==> config.mk <==
export PLATFORM = sky130hd
export DESIGN_NAME = nearest_head_assign_top_flat
export DESIGN_NICKNAME = d
export VERILOG_FILES = /design/src/rtl/nha_pkg.sv /design/src/rtl/nha_if.sv /design/src/rtl/nha_ram.sv /design/src/rtl/nha_queue.sv /design/src/rtl/nha_front.sv /design/src/rtl/nha_back.sv /design/src/rtl/nearest_head_assign_top.sv /design/src/flat_wrapper.sv
export SDC_FILE = /design/constraint.sdc
export NUM_CORES = 2
export LEC_CHECK = 0
export BUFFER_PORTS_ARGS = -buffer_cell sky130_fd_sc_hd__buf_2
export CELL_PAD_IN_SITES_DETAIL_PLACEMENT = 1
export CELL_PAD_IN_SITES_GLOBAL_PLACEMENT = 1
export CORE_ASPECT_RATIO = 1.1
export CORE_UTILIZATION = 30
export CTS_CLUSTER_DIAMETER = 100
export CTS_CLUSTER_SIZE = 12
export DETAILED_ROUTE_END_ITERATION = 16
export PLACE_DENSITY_LB_ADDON = 0.05
export SYNTH_ARGS = -nofsm -noshare
export SYNTH_HDL_FRONTEND = slang
export SYNTH_SLANG_ARGS = --single-unit
==> constraint.sdc <==
create_clock -name clk -period 6.4 [get_ports clk]
set_input_delay 0.96 -clock clk [delete_from_list [all_inputs] [get_ports clk]]
set_output_delay 0.96 -clock clk [all_outputs]
set_load 0.01 [all_outputs]
==> src/rtl/nha_pkg.sv <==
// ----------------------------------------------------------------------------
// nha_pkg: shared types and constants for the nearest head assignment block
// Field widths, queue depth, distance limit and the command word passed
// from the front end to the search engine.
// ----------------------------------------------------------------------------
package nha_pkg;

  // default parameter values
  localparam int MAX_HEADS_DEF  = 16;
  localparam int COORD_BITS_DEF = 16;

  // fixed field widths
  localparam int FIELD_COORD_BITS = 16;
  localparam int NODE_BITS        = 8;
  localparam int SLOT_BITS        = 4;
  localparam int COUNT_BITS       = 5;

  // depth of the command queue between front and back (power of two)
  localparam int QUEUE_DEPTH = 2;

  // a head counts only if its squared distance is below this limit
  localparam int                    LIMIT_BITS   = 40;
  localparam logic [LIMIT_BITS-1:0] FAR_LIMIT_SQ = 40'd1000000000000;

  typedef enum logic {
    MODE_LOAD  = 1'b0,
    MODE_QUERY = 1'b1
  } mode_t;

  // classified word handed to the search engine
  typedef struct packed {
    mode_t                       mode;
    logic                        is_head;
    logic [SLOT_BITS-1:0]        slot;
    logic [FIELD_COORD_BITS-1:0] x;
    logic [FIELD_COORD_BITS-1:0] y;
    logic [NODE_BITS-1:0]        node;
  } cmd_t;

endpackage

==> src/rtl/nha_if.sv <==
// ----------------------------------------------------------------------------
// nha_if: valid/ready channels of the nearest head assignment block
// Input word channel, result word channel and head count write channel.
// ----------------------------------------------------------------------------
interface nha_in_if;
  logic                                 valid;
  logic                                 ready;
  logic                                 mode;
  logic [nha_pkg::SLOT_BITS-1:0]        entry_index;
  logic [nha_pkg::FIELD_COORD_BITS-1:0] point_x;
  logic [nha_pkg::FIELD_COORD_BITS-1:0] point_y;
  logic [nha_pkg::NODE_BITS-1:0]        node_number;
  logic                                 is_head;

  modport source (output valid, mode, entry_index, point_x, point_y, node_number, is_head,
                  input ready);
  modport sink   (input valid, mode, entry_index, point_x, point_y, node_number, is_head,
                  output ready);
endinterface

interface nha_out_if;
  logic                          valid;
  logic                          ready;
  logic [nha_pkg::NODE_BITS-1:0] queried_node;
  logic [nha_pkg::NODE_BITS-1:0] assigned_head;
  logic                          found;

  modport source (output valid, queried_node, assigned_head, found, input ready);
  modport sink   (input valid, queried_node, assigned_head, found, output ready);
endinterface

interface nha_cfg_if;
  logic                           valid;
  logic                           ready;
  logic [nha_pkg::COUNT_BITS-1:0] head_count;

  modport source (output valid, head_count, input ready);
  modport sink   (input valid, head_count, output ready);
endinterface

==> src/rtl/nha_ram.sv <==
// ----------------------------------------------------------------------------
// nha_ram: generic single write port, single read port RAM
// Read data is registered; one write and one read per cycle.
// ----------------------------------------------------------------------------
module nha_ram #(
  parameter int WIDTH = 8,
  parameter int DEPTH = 16,
  localparam int AW   = (DEPTH > 1) ? $clog2(DEPTH) : 1
) (
  input  logic             clk,
  input  logic             we,
  input  logic [AW-1:0]    waddr,
  input  logic [WIDTH-1:0] wdata,
  input  logic             re,
  input  logic [AW-1:0]    raddr,
  output logic [WIDTH-1:0] rdata
);

  logic [WIDTH-1:0] mem [DEPTH];
  logic [WIDTH-1:0] rdata_r;

  // write port
  always_ff @(posedge clk) begin
    if (we) begin
      mem[waddr] <= wdata;
    end
  end

  // registered read port
  always_ff @(posedge clk) begin
    if (re) begin
      rdata_r <= mem[raddr];
    end
  end

  assign rdata = rdata_r;

endmodule

==> src/rtl/nha_queue.sv <==
// ----------------------------------------------------------------------------
// nha_queue: short command queue between front end and search engine
// Decouples input acceptance from the multi-cycle search.
// ----------------------------------------------------------------------------
module nha_queue (
  input  logic          clk,
  input  logic          rst_n,
  input  logic          push,
  input  nha_pkg::cmd_t push_cmd,
  output logic          full,
  input  logic          pop,
  output logic          pop_valid,
  output nha_pkg::cmd_t pop_cmd
);

  localparam int PW = (nha_pkg::QUEUE_DEPTH > 1) ? $clog2(nha_pkg::QUEUE_DEPTH) : 1;
  localparam int FW = $clog2(nha_pkg::QUEUE_DEPTH + 1);

  nha_pkg::cmd_t slots_r [nha_pkg::QUEUE_DEPTH];
  logic [PW-1:0] wr_ptr_r, wr_ptr_nxt;
  logic [PW-1:0] rd_ptr_r, rd_ptr_nxt;
  logic [FW-1:0] fill_r, fill_nxt;

  assign full      = (fill_r == FW'(nha_pkg::QUEUE_DEPTH));
  assign pop_valid = (fill_r != '0);
  assign pop_cmd   = slots_r[rd_ptr_r];

  // advance pointers and fill level
  always_comb begin
    wr_ptr_nxt = push ? wr_ptr_r + PW'(1) : wr_ptr_r;
    rd_ptr_nxt = pop  ? rd_ptr_r + PW'(1) : rd_ptr_r;
    fill_nxt   = fill_r + FW'(push) - FW'(pop);
  end

  always_ff @(posedge clk) begin
    if (!rst_n) begin
      wr_ptr_r <= '0;
      rd_ptr_r <= '0;
      fill_r   <= '0;
    end else begin
      wr_ptr_r <= wr_ptr_nxt;
      rd_ptr_r <= rd_ptr_nxt;
      fill_r   <= fill_nxt;
    end
  end

  // hold queued words
  always_ff @(posedge clk) begin
    if (push) begin
      slots_r[wr_ptr_r] <= push_cmd;
    end
  end

endmodule

==> src/rtl/nha_front.sv <==
// ----------------------------------------------------------------------------
// nha_front: input acceptance, classification and head count register
// Drops loads aimed past the table, queues all other words.
// ----------------------------------------------------------------------------
module nha_front #(
  parameter int MAX_HEADS = nha_pkg::MAX_HEADS_DEF
) (
  input  logic                           clk,
  input  logic                           rst_n,
  nha_in_if.sink                         in_ch,
  nha_cfg_if.sink                        cfg_ch,
  input  logic                           q_full,
  output logic                           push,
  output nha_pkg::cmd_t                  push_cmd,
  output logic [nha_pkg::COUNT_BITS-1:0] head_count
);

  logic [nha_pkg::COUNT_BITS-1:0] head_count_r, head_count_nxt;
  logic                           accept;
  logic                           slot_ok;

  // head count register, always writable
  assign cfg_ch.ready   = 1'b1;
  assign head_count_nxt = (cfg_ch.valid && cfg_ch.ready) ? cfg_ch.head_count : head_count_r;

  always_ff @(posedge clk) begin
    if (!rst_n) begin
      head_count_r <= '0;
    end else begin
      head_count_r <= head_count_nxt;
    end
  end

  assign head_count = head_count_r;

  // accept while the queue has room
  assign in_ch.ready = !q_full;
  assign accept      = in_ch.valid && in_ch.ready;

  // classify: keep queries and in-range loads
  assign slot_ok = (32'(in_ch.entry_index) < 32'(MAX_HEADS));

  always_comb begin
    push_cmd.mode    = nha_pkg::mode_t'(in_ch.mode);
    push_cmd.is_head = in_ch.is_head;
    push_cmd.slot    = in_ch.entry_index;
    push_cmd.x       = in_ch.point_x;
    push_cmd.y       = in_ch.point_y;
    push_cmd.node    = in_ch.node_number;
    push             = accept && ((push_cmd.mode == nha_pkg::MODE_QUERY) || slot_ok);
  end

endmodule

==> src/rtl/nha_back.sv <==
// ----------------------------------------------------------------------------
// nha_back: head table and nearest head search engine
// Writes head entries, scans the table one entry a cycle through a
// read / difference / square / compare pipeline, and holds the result word.
// ----------------------------------------------------------------------------
module nha_back #(
  parameter int MAX_HEADS  = nha_pkg::MAX_HEADS_DEF,
  parameter int COORD_BITS = nha_pkg::COORD_BITS_DEF
) (
  input  logic                           clk,
  input  logic                           rst_n,
  input  logic                           q_valid,
  input  nha_pkg::cmd_t                  q_cmd,
  output logic                           q_pop,
  input  logic [nha_pkg::COUNT_BITS-1:0] head_count,
  nha_out_if.source                      out_ch
);

  localparam int NB   = nha_pkg::NODE_BITS;
  localparam int CW   = (COORD_BITS < nha_pkg::FIELD_COORD_BITS) ?
                        COORD_BITS : nha_pkg::FIELD_COORD_BITS;
  localparam int AW   = (MAX_HEADS > 1) ? $clog2(MAX_HEADS) : 1;
  localparam int CNTW = $clog2(MAX_HEADS + 1);
  localparam int SW   = 2 * CW + 1;
  localparam int BW   = (SW > nha_pkg::LIMIT_BITS) ? SW : nha_pkg::LIMIT_BITS;
  localparam int RW   = 2 * CW + NB;

  typedef enum logic [2:0] {
    ST_IDLE   = 3'b001,
    ST_SCAN   = 3'b010,
    ST_REPORT = 3'b100
  } state_t;

  state_t state_r, state_nxt;

  logic [CNTW-1:0] count_lim;
  logic            is_query;
  logic            quick;
  logic            out_free;
  logic            ram_we;
  logic            start_scan;
  logic            quick_load;
  logic            report_load;
  logic            rd_en;
  logic            scan_done;

  // query context
  logic [CNTW-1:0] iss_r, iss_nxt;
  logic [CNTW-1:0] cnt_r;
  logic [CW-1:0]   px_r, py_r;
  logic [NB-1:0]   num_r;

  // table read data
  logic [RW-1:0]   rdata;
  logic [CW-1:0]   rd_x, rd_y;
  logic [NB-1:0]   rd_node;

  // pipeline stages
  logic            v1_r, first1_r;
  logic            vd_r, firstd_r;
  logic [CW-1:0]   dx_r, dy_r;
  logic [NB-1:0]   node_d_r;
  logic            vs_r, firsts_r;
  logic [2*CW-1:0] sqx_r, sqy_r;
  logic [NB-1:0]   node_s_r;
  logic [SW-1:0]   sum;
  logic [BW-1:0]   thresh;
  logic            closer;
  logic [BW-1:0]   best_r;
  logic [NB-1:0]   best_node_r;

  // output register
  logic            out_valid_r, out_valid_nxt;
  logic [NB-1:0]   out_qnode_r, out_head_r;
  logic            out_found_r;

  // clamp the head count to the table size
  assign count_lim = (32'(head_count) > 32'(MAX_HEADS)) ? CNTW'(MAX_HEADS) : CNTW'(head_count);

  assign out_free    = !out_valid_r || out_ch.ready;
  assign is_query    = (q_cmd.mode == nha_pkg::MODE_QUERY);
  assign quick       = is_query && (q_cmd.is_head || (count_lim == '0));
  assign q_pop       = (state_r == ST_IDLE) && q_valid && (!quick || out_free);
  assign ram_we      = q_pop && !is_query;
  assign start_scan  = q_pop && is_query && !quick;
  assign quick_load  = q_pop && quick;
  assign report_load = (state_r == ST_REPORT) && out_free;

  assign rd_en     = (state_r == ST_SCAN) && (iss_r < cnt_r);
  assign scan_done = (state_r == ST_SCAN) && !rd_en && !v1_r && !vd_r && !vs_r;
  assign iss_nxt   = start_scan ? '0 : (rd_en ? iss_r + CNTW'(1) : iss_r);

  // sequence one query at a time
  always_comb begin
    state_nxt = state_r;
    unique case (state_r)
      ST_IDLE:   if (start_scan) begin
        state_nxt = ST_SCAN;
      end
      ST_SCAN:   if (scan_done) begin
        state_nxt = ST_REPORT;
      end
      ST_REPORT: if (report_load) begin
        state_nxt = ST_IDLE;
      end
      default:   state_nxt = ST_IDLE;
    endcase
  end

  always_ff @(posedge clk) begin
    if (!rst_n) begin
      state_r <= ST_IDLE;
      iss_r   <= '0;
      v1_r    <= 1'b0;
      vd_r    <= 1'b0;
      vs_r    <= 1'b0;
    end else begin
      state_r <= state_nxt;
      iss_r   <= iss_nxt;
      v1_r    <= rd_en;
      vd_r    <= v1_r;
      vs_r    <= vd_r;
    end
  end

  // latch query context
  always_ff @(posedge clk) begin
    if (start_scan) begin
      cnt_r <= count_lim;
      px_r  <= q_cmd.x[CW-1:0];
      py_r  <= q_cmd.y[CW-1:0];
      num_r <= q_cmd.node;
    end
  end

  // head table
  nha_ram #(
    .WIDTH (RW),
    .DEPTH (MAX_HEADS)
  ) u_table (
    .clk   (clk),
    .we    (ram_we),
    .waddr (AW'(q_cmd.slot)),
    .wdata ({q_cmd.x[CW-1:0], q_cmd.y[CW-1:0], q_cmd.node}),
    .re    (rd_en),
    .raddr (iss_r[AW-1:0]),
    .rdata (rdata)
  );

  assign rd_x    = rdata[RW-1 -: CW];
  assign rd_y    = rdata[NB +: CW];
  assign rd_node = rdata[NB-1:0];

  // stage: absolute coordinate differences
  always_ff @(posedge clk) begin
    first1_r <= (iss_r == '0);
    firstd_r <= first1_r;
    dx_r     <= (px_r > rd_x) ? px_r - rd_x : rd_x - px_r;
    dy_r     <= (py_r > rd_y) ? py_r - rd_y : rd_y - py_r;
    node_d_r <= rd_node;
  end

  // stage: squares
  always_ff @(posedge clk) begin
    firsts_r <= firstd_r;
    sqx_r    <= dx_r * dx_r;
    sqy_r    <= dy_r * dy_r;
    node_s_r <= node_d_r;
  end

  // stage: sum and keep the first minimum
  assign sum    = SW'(sqx_r) + SW'(sqy_r);
  assign thresh = firsts_r ? BW'(nha_pkg::FAR_LIMIT_SQ) : best_r;
  assign closer = (BW'(sum) < thresh);

  always_ff @(posedge clk) begin
    if (vs_r) begin
      if (closer) begin
        best_r <= BW'(sum);
      end else if (firsts_r) begin
        best_r <= BW'(nha_pkg::FAR_LIMIT_SQ);
      end
      if (closer || firsts_r) begin
        best_node_r <= node_s_r;
      end
    end
  end

  // result word register
  always_comb begin
    if (quick_load || report_load) begin
      out_valid_nxt = 1'b1;
    end else if (out_ch.ready) begin
      out_valid_nxt = 1'b0;
    end else begin
      out_valid_nxt = out_valid_r;
    end
  end

  always_ff @(posedge clk) begin
    if (!rst_n) begin
      out_valid_r <= 1'b0;
    end else begin
      out_valid_r <= out_valid_nxt;
    end
  end

  always_ff @(posedge clk) begin
    if (quick_load) begin
      out_qnode_r <= q_cmd.node;
      out_head_r  <= q_cmd.is_head ? q_cmd.node : '0;
      out_found_r <= q_cmd.is_head;
    end else if (report_load) begin
      out_qnode_r <= num_r;
      out_head_r  <= best_node_r;
      out_found_r <= 1'b1;
    end
  end

  assign out_ch.valid         = out_valid_r;
  assign out_ch.queried_node  = out_qnode_r;
  assign out_ch.assigned_head = out_head_r;
  assign out_ch.found         = out_found_r;

endmodule

==> src/rtl/nearest_head_assign_top.sv <==
// ----------------------------------------------------------------------------
// nearest_head_assign_top: assigns a node to its nearest cluster head
// Head table loads, node queries and a head count register.
// ----------------------------------------------------------------------------
// A load word is written into the head table and gives no result. A query
// from a head, or any query while the head count is zero, is answered without
// a scan. Any other query scans the first head_count table entries, at most
// MAX_HEADS, one entry per cycle through the single read port of the head
// table, and answers from the report state once the pipeline has drained; the
// next word starts once the answer is in the output register. Words are
// accepted into a two-word queue while a search runs. The table needs no
// clearing after reset; entries must be loaded before a query searches them.
// ----------------------------------------------------------------------------
module nearest_head_assign_top #(
  parameter int MAX_HEADS  = nha_pkg::MAX_HEADS_DEF,
  parameter int COORD_BITS = nha_pkg::COORD_BITS_DEF
) (
  input  logic      clk,
  input  logic      rst_n,
  nha_in_if.sink    in_ch,
  nha_out_if.source out_ch,
  nha_cfg_if.sink   cfg_ch
);

  logic                           push;
  nha_pkg::cmd_t                  push_cmd;
  logic                           q_full;
  logic                           q_valid;
  nha_pkg::cmd_t                  q_cmd;
  logic                           q_pop;
  logic [nha_pkg::COUNT_BITS-1:0] head_count;

  // accept and classify
  nha_front #(
    .MAX_HEADS (MAX_HEADS)
  ) u_front (
    .clk        (clk),
    .rst_n      (rst_n),
    .in_ch      (in_ch),
    .cfg_ch     (cfg_ch),
    .q_full     (q_full),
    .push       (push),
    .push_cmd   (push_cmd),
    .head_count (head_count)
  );

  // decouple front and back
  nha_queue u_queue (
    .clk       (clk),
    .rst_n     (rst_n),
    .push      (push),
    .push_cmd  (push_cmd),
    .full      (q_full),
    .pop       (q_pop),
    .pop_valid (q_valid),
    .pop_cmd   (q_cmd)
  );

  // table and search
  nha_back #(
    .MAX_HEADS  (MAX_HEADS),
    .COORD_BITS (COORD_BITS)
  ) u_back (
    .clk        (clk),
    .rst_n      (rst_n),
    .q_valid    (q_valid),
    .q_cmd      (q_cmd),
    .q_pop      (q_pop),
    .head_count (head_count),
    .out_ch     (out_ch)
  );

`ifndef SYNTHESIS
  a_no_pop_empty: assert property (@(posedge clk) disable iff (!rst_n)
    q_pop |-> q_valid)
    else $error("queue popped while empty");

  a_no_push_full: assert property (@(posedge clk) disable iff (!rst_n)
    push |-> !q_full)
    else $error("queue pushed while full");

  a_not_found_zero: assert property (@(posedge clk) disable iff (!rst_n)
    (out_ch.valid && !out_ch.found) |-> (out_ch.assigned_head == '0))
    else $error("not-found result carries a head number");

  a_push_after_accept: assert property (@(posedge clk) disable iff (!rst_n)
    push |-> (in_ch.valid && in_ch.ready))
    else $error("word queued without an accepted input");
`endif

endmodule
==> src/flat_wrapper.sv <==
// flat-port wrapper written by rule: the top's interface ports become plain ports
module nearest_head_assign_top_flat 
#(
  parameter int MAX_HEADS  = nha_pkg::MAX_HEADS_DEF,
  parameter int COORD_BITS = nha_pkg::COORD_BITS_DEF
)
  (clk, rst_n, in_ch_valid, in_ch_mode, in_ch_entry_index, in_ch_point_x, in_ch_point_y, in_ch_node_number, in_ch_is_head, in_ch_ready, out_ch_valid, out_ch_queried_node, out_ch_assigned_head, out_ch_found, out_ch_ready, cfg_ch_valid, cfg_ch_head_count, cfg_ch_ready);
  nha_in_if in_ch_i ();
  nha_out_if out_ch_i ();
  nha_cfg_if cfg_ch_i ();
  input  logic clk;
  input  logic rst_n;
  input wire logic [$bits(in_ch_i.valid)-1:0] in_ch_valid;
  input wire logic [$bits(in_ch_i.mode)-1:0] in_ch_mode;
  input wire logic [$bits(in_ch_i.entry_index)-1:0] in_ch_entry_index;
  input wire logic [$bits(in_ch_i.point_x)-1:0] in_ch_point_x;
  input wire logic [$bits(in_ch_i.point_y)-1:0] in_ch_point_y;
  input wire logic [$bits(in_ch_i.node_number)-1:0] in_ch_node_number;
  input wire logic [$bits(in_ch_i.is_head)-1:0] in_ch_is_head;
  output wire logic [$bits(in_ch_i.ready)-1:0] in_ch_ready;
  output wire logic [$bits(out_ch_i.valid)-1:0] out_ch_valid;
  output wire logic [$bits(out_ch_i.queried_node)-1:0] out_ch_queried_node;
  output wire logic [$bits(out_ch_i.assigned_head)-1:0] out_ch_assigned_head;
  output wire logic [$bits(out_ch_i.found)-1:0] out_ch_found;
  input wire logic [$bits(out_ch_i.ready)-1:0] out_ch_ready;
  input wire logic [$bits(cfg_ch_i.valid)-1:0] cfg_ch_valid;
  input wire logic [$bits(cfg_ch_i.head_count)-1:0] cfg_ch_head_count;
  output wire logic [$bits(cfg_ch_i.ready)-1:0] cfg_ch_ready;
  assign in_ch_i.valid = in_ch_valid;
  assign in_ch_i.mode = in_ch_mode;
  assign in_ch_i.entry_index = in_ch_entry_index;
  assign in_ch_i.point_x = in_ch_point_x;
  assign in_ch_i.point_y = in_ch_point_y;
  assign in_ch_i.node_number = in_ch_node_number;
  assign in_ch_i.is_head = in_ch_is_head;
  assign in_ch_ready = in_ch_i.ready;
  assign out_ch_valid = out_ch_i.valid;
  assign out_ch_queried_node = out_ch_i.queried_node;
  assign out_ch_assigned_head = out_ch_i.assigned_head;
  assign out_ch_found = out_ch_i.found;
  assign out_ch_i.ready = out_ch_ready;
  assign cfg_ch_i.valid = cfg_ch_valid;
  assign cfg_ch_i.head_count = cfg_ch_head_count;
  assign cfg_ch_ready = cfg_ch_i.ready;
  nearest_head_assign_top #(.MAX_HEADS(MAX_HEADS), .COORD_BITS(COORD_BITS)) u_core (.clk(clk), .rst_n(rst_n), .in_ch(in_ch_i), .out_ch(out_ch_i), .cfg_ch(cfg_ch_i));
endmodule
==> flow_summary_export.csv <==
group,metric,value,unit
clock_network,clockBufferDepth,3,
cells_and_area,layout-drive-gt1-share,0.162,
synthesis,synth.distinct_cells,78,
critical_path,slowest_stage,"fa_1",
critical_path,cp_max_fo,8,
critical_path,startpoint_type,"flop",
drt,num_vias,30700,
cells_and_area,multiInputGateArea,23600,µm²
critical_path,path_cells,"and2_1 > inv_1 > fa_1 > inv_1 > fa_1 > inv_1 > fa_1 > inv_1 > fa_1 > fa_1 > inv_1 > fa_1 > inv_1 > ha_1 > or2_2 > a211oi_2 > o311ai_0 > a211oi_1 > o21bai_1 > a21oi_1 > xnor2_1",
synthesis,mappedNetlistArea,55500,µm²
cells_and_area,ff_latch_area,29200,µm²
floorplanning,io_pins,76,
critical_path,rr_worst_depth,21,
drt,wl_per_cell,22.3,µm
clock_network,post_cts_buffers,0,
global_routing,antenna_found_initial,5,
critical_path,rr_startpoint,"u_core.u_back.dy_r[9]",
status,status,"finished, final reports clean",
synthesis,post-synth-top-count-cell,"edfxtp_1",
global_routing,grt_pass1_wl,223000,µm
place,gp_congestion,0.755,
clock_network,cts_buffers,98,
synthesis,synth_flop_cell,"edfxtp_1",
clock_network,h-tree-depth,3,
synthesis,yosys.area.top_type,"edfxtp_1",
floorplanning,core,184000,µm²
synthesis,synth_common_cells,"edfxtp_1, inv_1, ha_1",
timing,hold_viol_final,0,
timing,setup_viol,0,
timing,final.setup.tns,0,ps
clock_network,clk_pin_slew,70,ps
global_routing,grt_overflow_total,0,
global_routing,grtUsageTotal,0.161,
cells_and_area,fin_util,0.341,
clock_network,cts_root_buf,"clkbuf_16",
drt,drt_iter0_drc,1532,
synthesis,synth_top_area_frac,0.477,
critical_path,rr_endpoint,"u_core.u_back.sqy_r[25]",
timing,finalCritPeriodShare,0.951,
drt,drc,0,
place,pre_cts_ws,78.1,ps
floorplanning,dieHeight,453,µm
synthesis,ys_ff_latch,1017,
timing,finalCriticalPeriod,6090,ps
synthesis,postSynthAreaPerCell,14.1,µm²
timing,slew_headroom,0.230,
timing,finalClockSkew,51.6,ps
clock_network,cts_tree,"built",
worst_hold_path,hold_class,"reg2reg",
critical_path,required,7030,ps
cells_and_area,area.growth.synth_to_final,13.0,%
worst_hold_path,hold_depth,0,
timing,whs,321,ps
synthesis,ys_async_sr_fraction,0,
critical_path,crit_arrival,6720,ps
place,io_buffers,74,
global_routing,grt_max_degree,128,
floorplanning,fp.dieArea,187000,µm²
synthesis,synthCells,3928,
cells_and_area,final_nets,4840,
timing,drv_slew,0,
timing,postLayoutSetupSlackWorst,312,ps
synthesis,ys_top_cells_by_area,"edfxtp_1, fa_1, mux4_2, ha_1, dfxtp_1",
critical_path,criticalPathCategory,"reg2reg",
worst_hold_path,hold_path.startpoint,"u_core.u_back.node_d_r[6]",
place,dp_hpwl,101000,µm
synthesis,synth-edff-count,882,
drt,dr.pass1.iters,5,
timing,rsz0062_at_grt,"yes",
clock_network,clk_latency,730,ps
floorplanning,die_w,412,µm
clock_network,postCtsHoldBufs,0,
drt,ant_nets,0,
cells_and_area,nFillCells,19200,
floorplanning,start_util,0.302,
synthesis,yosysWarnings,0,
clock_network,cts-resized-gates,0,
worst_hold_path,min_to,"u_core.u_back.node_s_r[6]",
timing,fmax,0.164,GHz
critical_path,worst-r2r-setup-slack,310,ps
floorplanning,rows,165,
critical_path,worstSetupEndpointType,"flop",
timing,worstMarginPinSlew,1150,ps
global_routing,grt_pass1_vias,35000,
drt,routed_wl,147000,µm
critical_path,cp_slowest_stage_delay,520,ps
run,cap_violations,0,
drt,vias_per_cell,4.64,
clock_network,cts.sink_count,1017,
synthesis,seq_area_frac_synth,0.526,
==> through the flow <==
stage	area, µm²	cells
after CTS	62600	6611
after global placement	59700	6441
after detailed placement	59700	6441
final	62700	6612
after global routing	62700	6612
after floorplan	55500	3934
==> final cells by class <==
cell class / instances / share of cell area
Multi-Input combinational cell: 2165 / 0.377
Tap cell: 2421 / 0.0483
Clock buffer: 156 / 0.0434
Antenna cell: 1 / 0.0000399
Sequential cell: 1017 / 0.466
Clock inverter: 14 / 0.00367
Timing Repair Buffer: 215 / 0.0240
Inverter: 623 / 0.0373
==> cell usage in the layout (no fill, tap or decap), types with 25 or more instances in the layout <==
cell	instances
o21ai_0	72
xor2_1	51
fa_1	330
mux2i_1	45
mux4_2	200
nand2_1	219
clkbuf_16	100
dfxtp_1	117
a21o_1	44
nand4_1	25
clkbuf_1	55
nor2_1	119
inv_1	623
xnor2_1	80
a21oi_1	120
ha_1	334
nand2b_1	32
buf_4	134
edfxtp_1	882
buf_2	74
mux2_2	64
nor2b_1	58
and2_1	84
==> per-layer routing <==
layer	GRT usage	part of all wire	vias to the layer above
li1	-	-	14200
met1	0.202	0.43	16100
met2	0.296	0.53	302
met3	0.0175	0.024	139
met4	0.0339	0.015	2
met5	0	0.000068	-
==> sequential cells by signal, indices dropped and copies added, names as in the netlist, 16 cells and up, named ones only <==
register / cells
u_core.u_back.u_table.mem: 640
u_core.u_queue.slots_r: 92
u_core.u_back.best_r: 40
u_core.u_back.u_table.rdata: 40
u_core.u_back.sqx_r: 31
u_core.u_back.sqy_r: 31
u_core.u_back.dx_r: 16
u_core.u_back.dy_r: 16
u_core.u_back.px_r: 16
u_core.u_back.py_r: 16
==> worst max-delay path, delay by kind of cell (launching register included) <==
| family | cells | cell delay [ps] |
|---|---|---|
| fa+ha+maj | 7 | 3330 |
| simple gates | 2 | 550 |
| flops | 1 | 480 |
| buf+inv | 6 | 340 |
| compound gates | 5 | 1180 |
| xor+xnor | 1 | 130 |
==> logic make-up after synthesis <==
family,after synthesis,share of synthesized area
xor+xnor,131,0.0207
simple gates,657,0.0577
flops,1017,0.526
compound gates,394,0.0467
mux,311,0.103
buf+inv,752,0.0516
fa+ha+maj,664,0.194
other cells,2,0.000135
==> worst max path at each step <==
stage | from | to | slack (ps) | cells after the start
6_report | u_core.u_back.dy_r[9] | u_core.u_back.sqy_r[25] | 310 | 21
4_1_cts | u_core.u_back.dy_r[7] | u_core.u_back.sqy_r[30] | 40 | 22
2_1_floorplan | u_core.u_back.dy_r[9] | u_core.u_back.sqy_r[30] | 340 | 23
3_3_place_gp | u_core.u_back.dx_r[10] | u_core.u_back.sqx_r[28] | 70 | 19
3_5_place_dp | u_core.u_back.dx_r[3] | u_core.u_back.sqx_r[31] | 80 | 22
5_1_grt | u_core.u_back.dy_r[10] | u_core.u_back.sqy_r[25] | -5 | 23
Power is not shown: default switching activity piles up to over one toggle a cycle in this logic, so the estimate is an artifact.
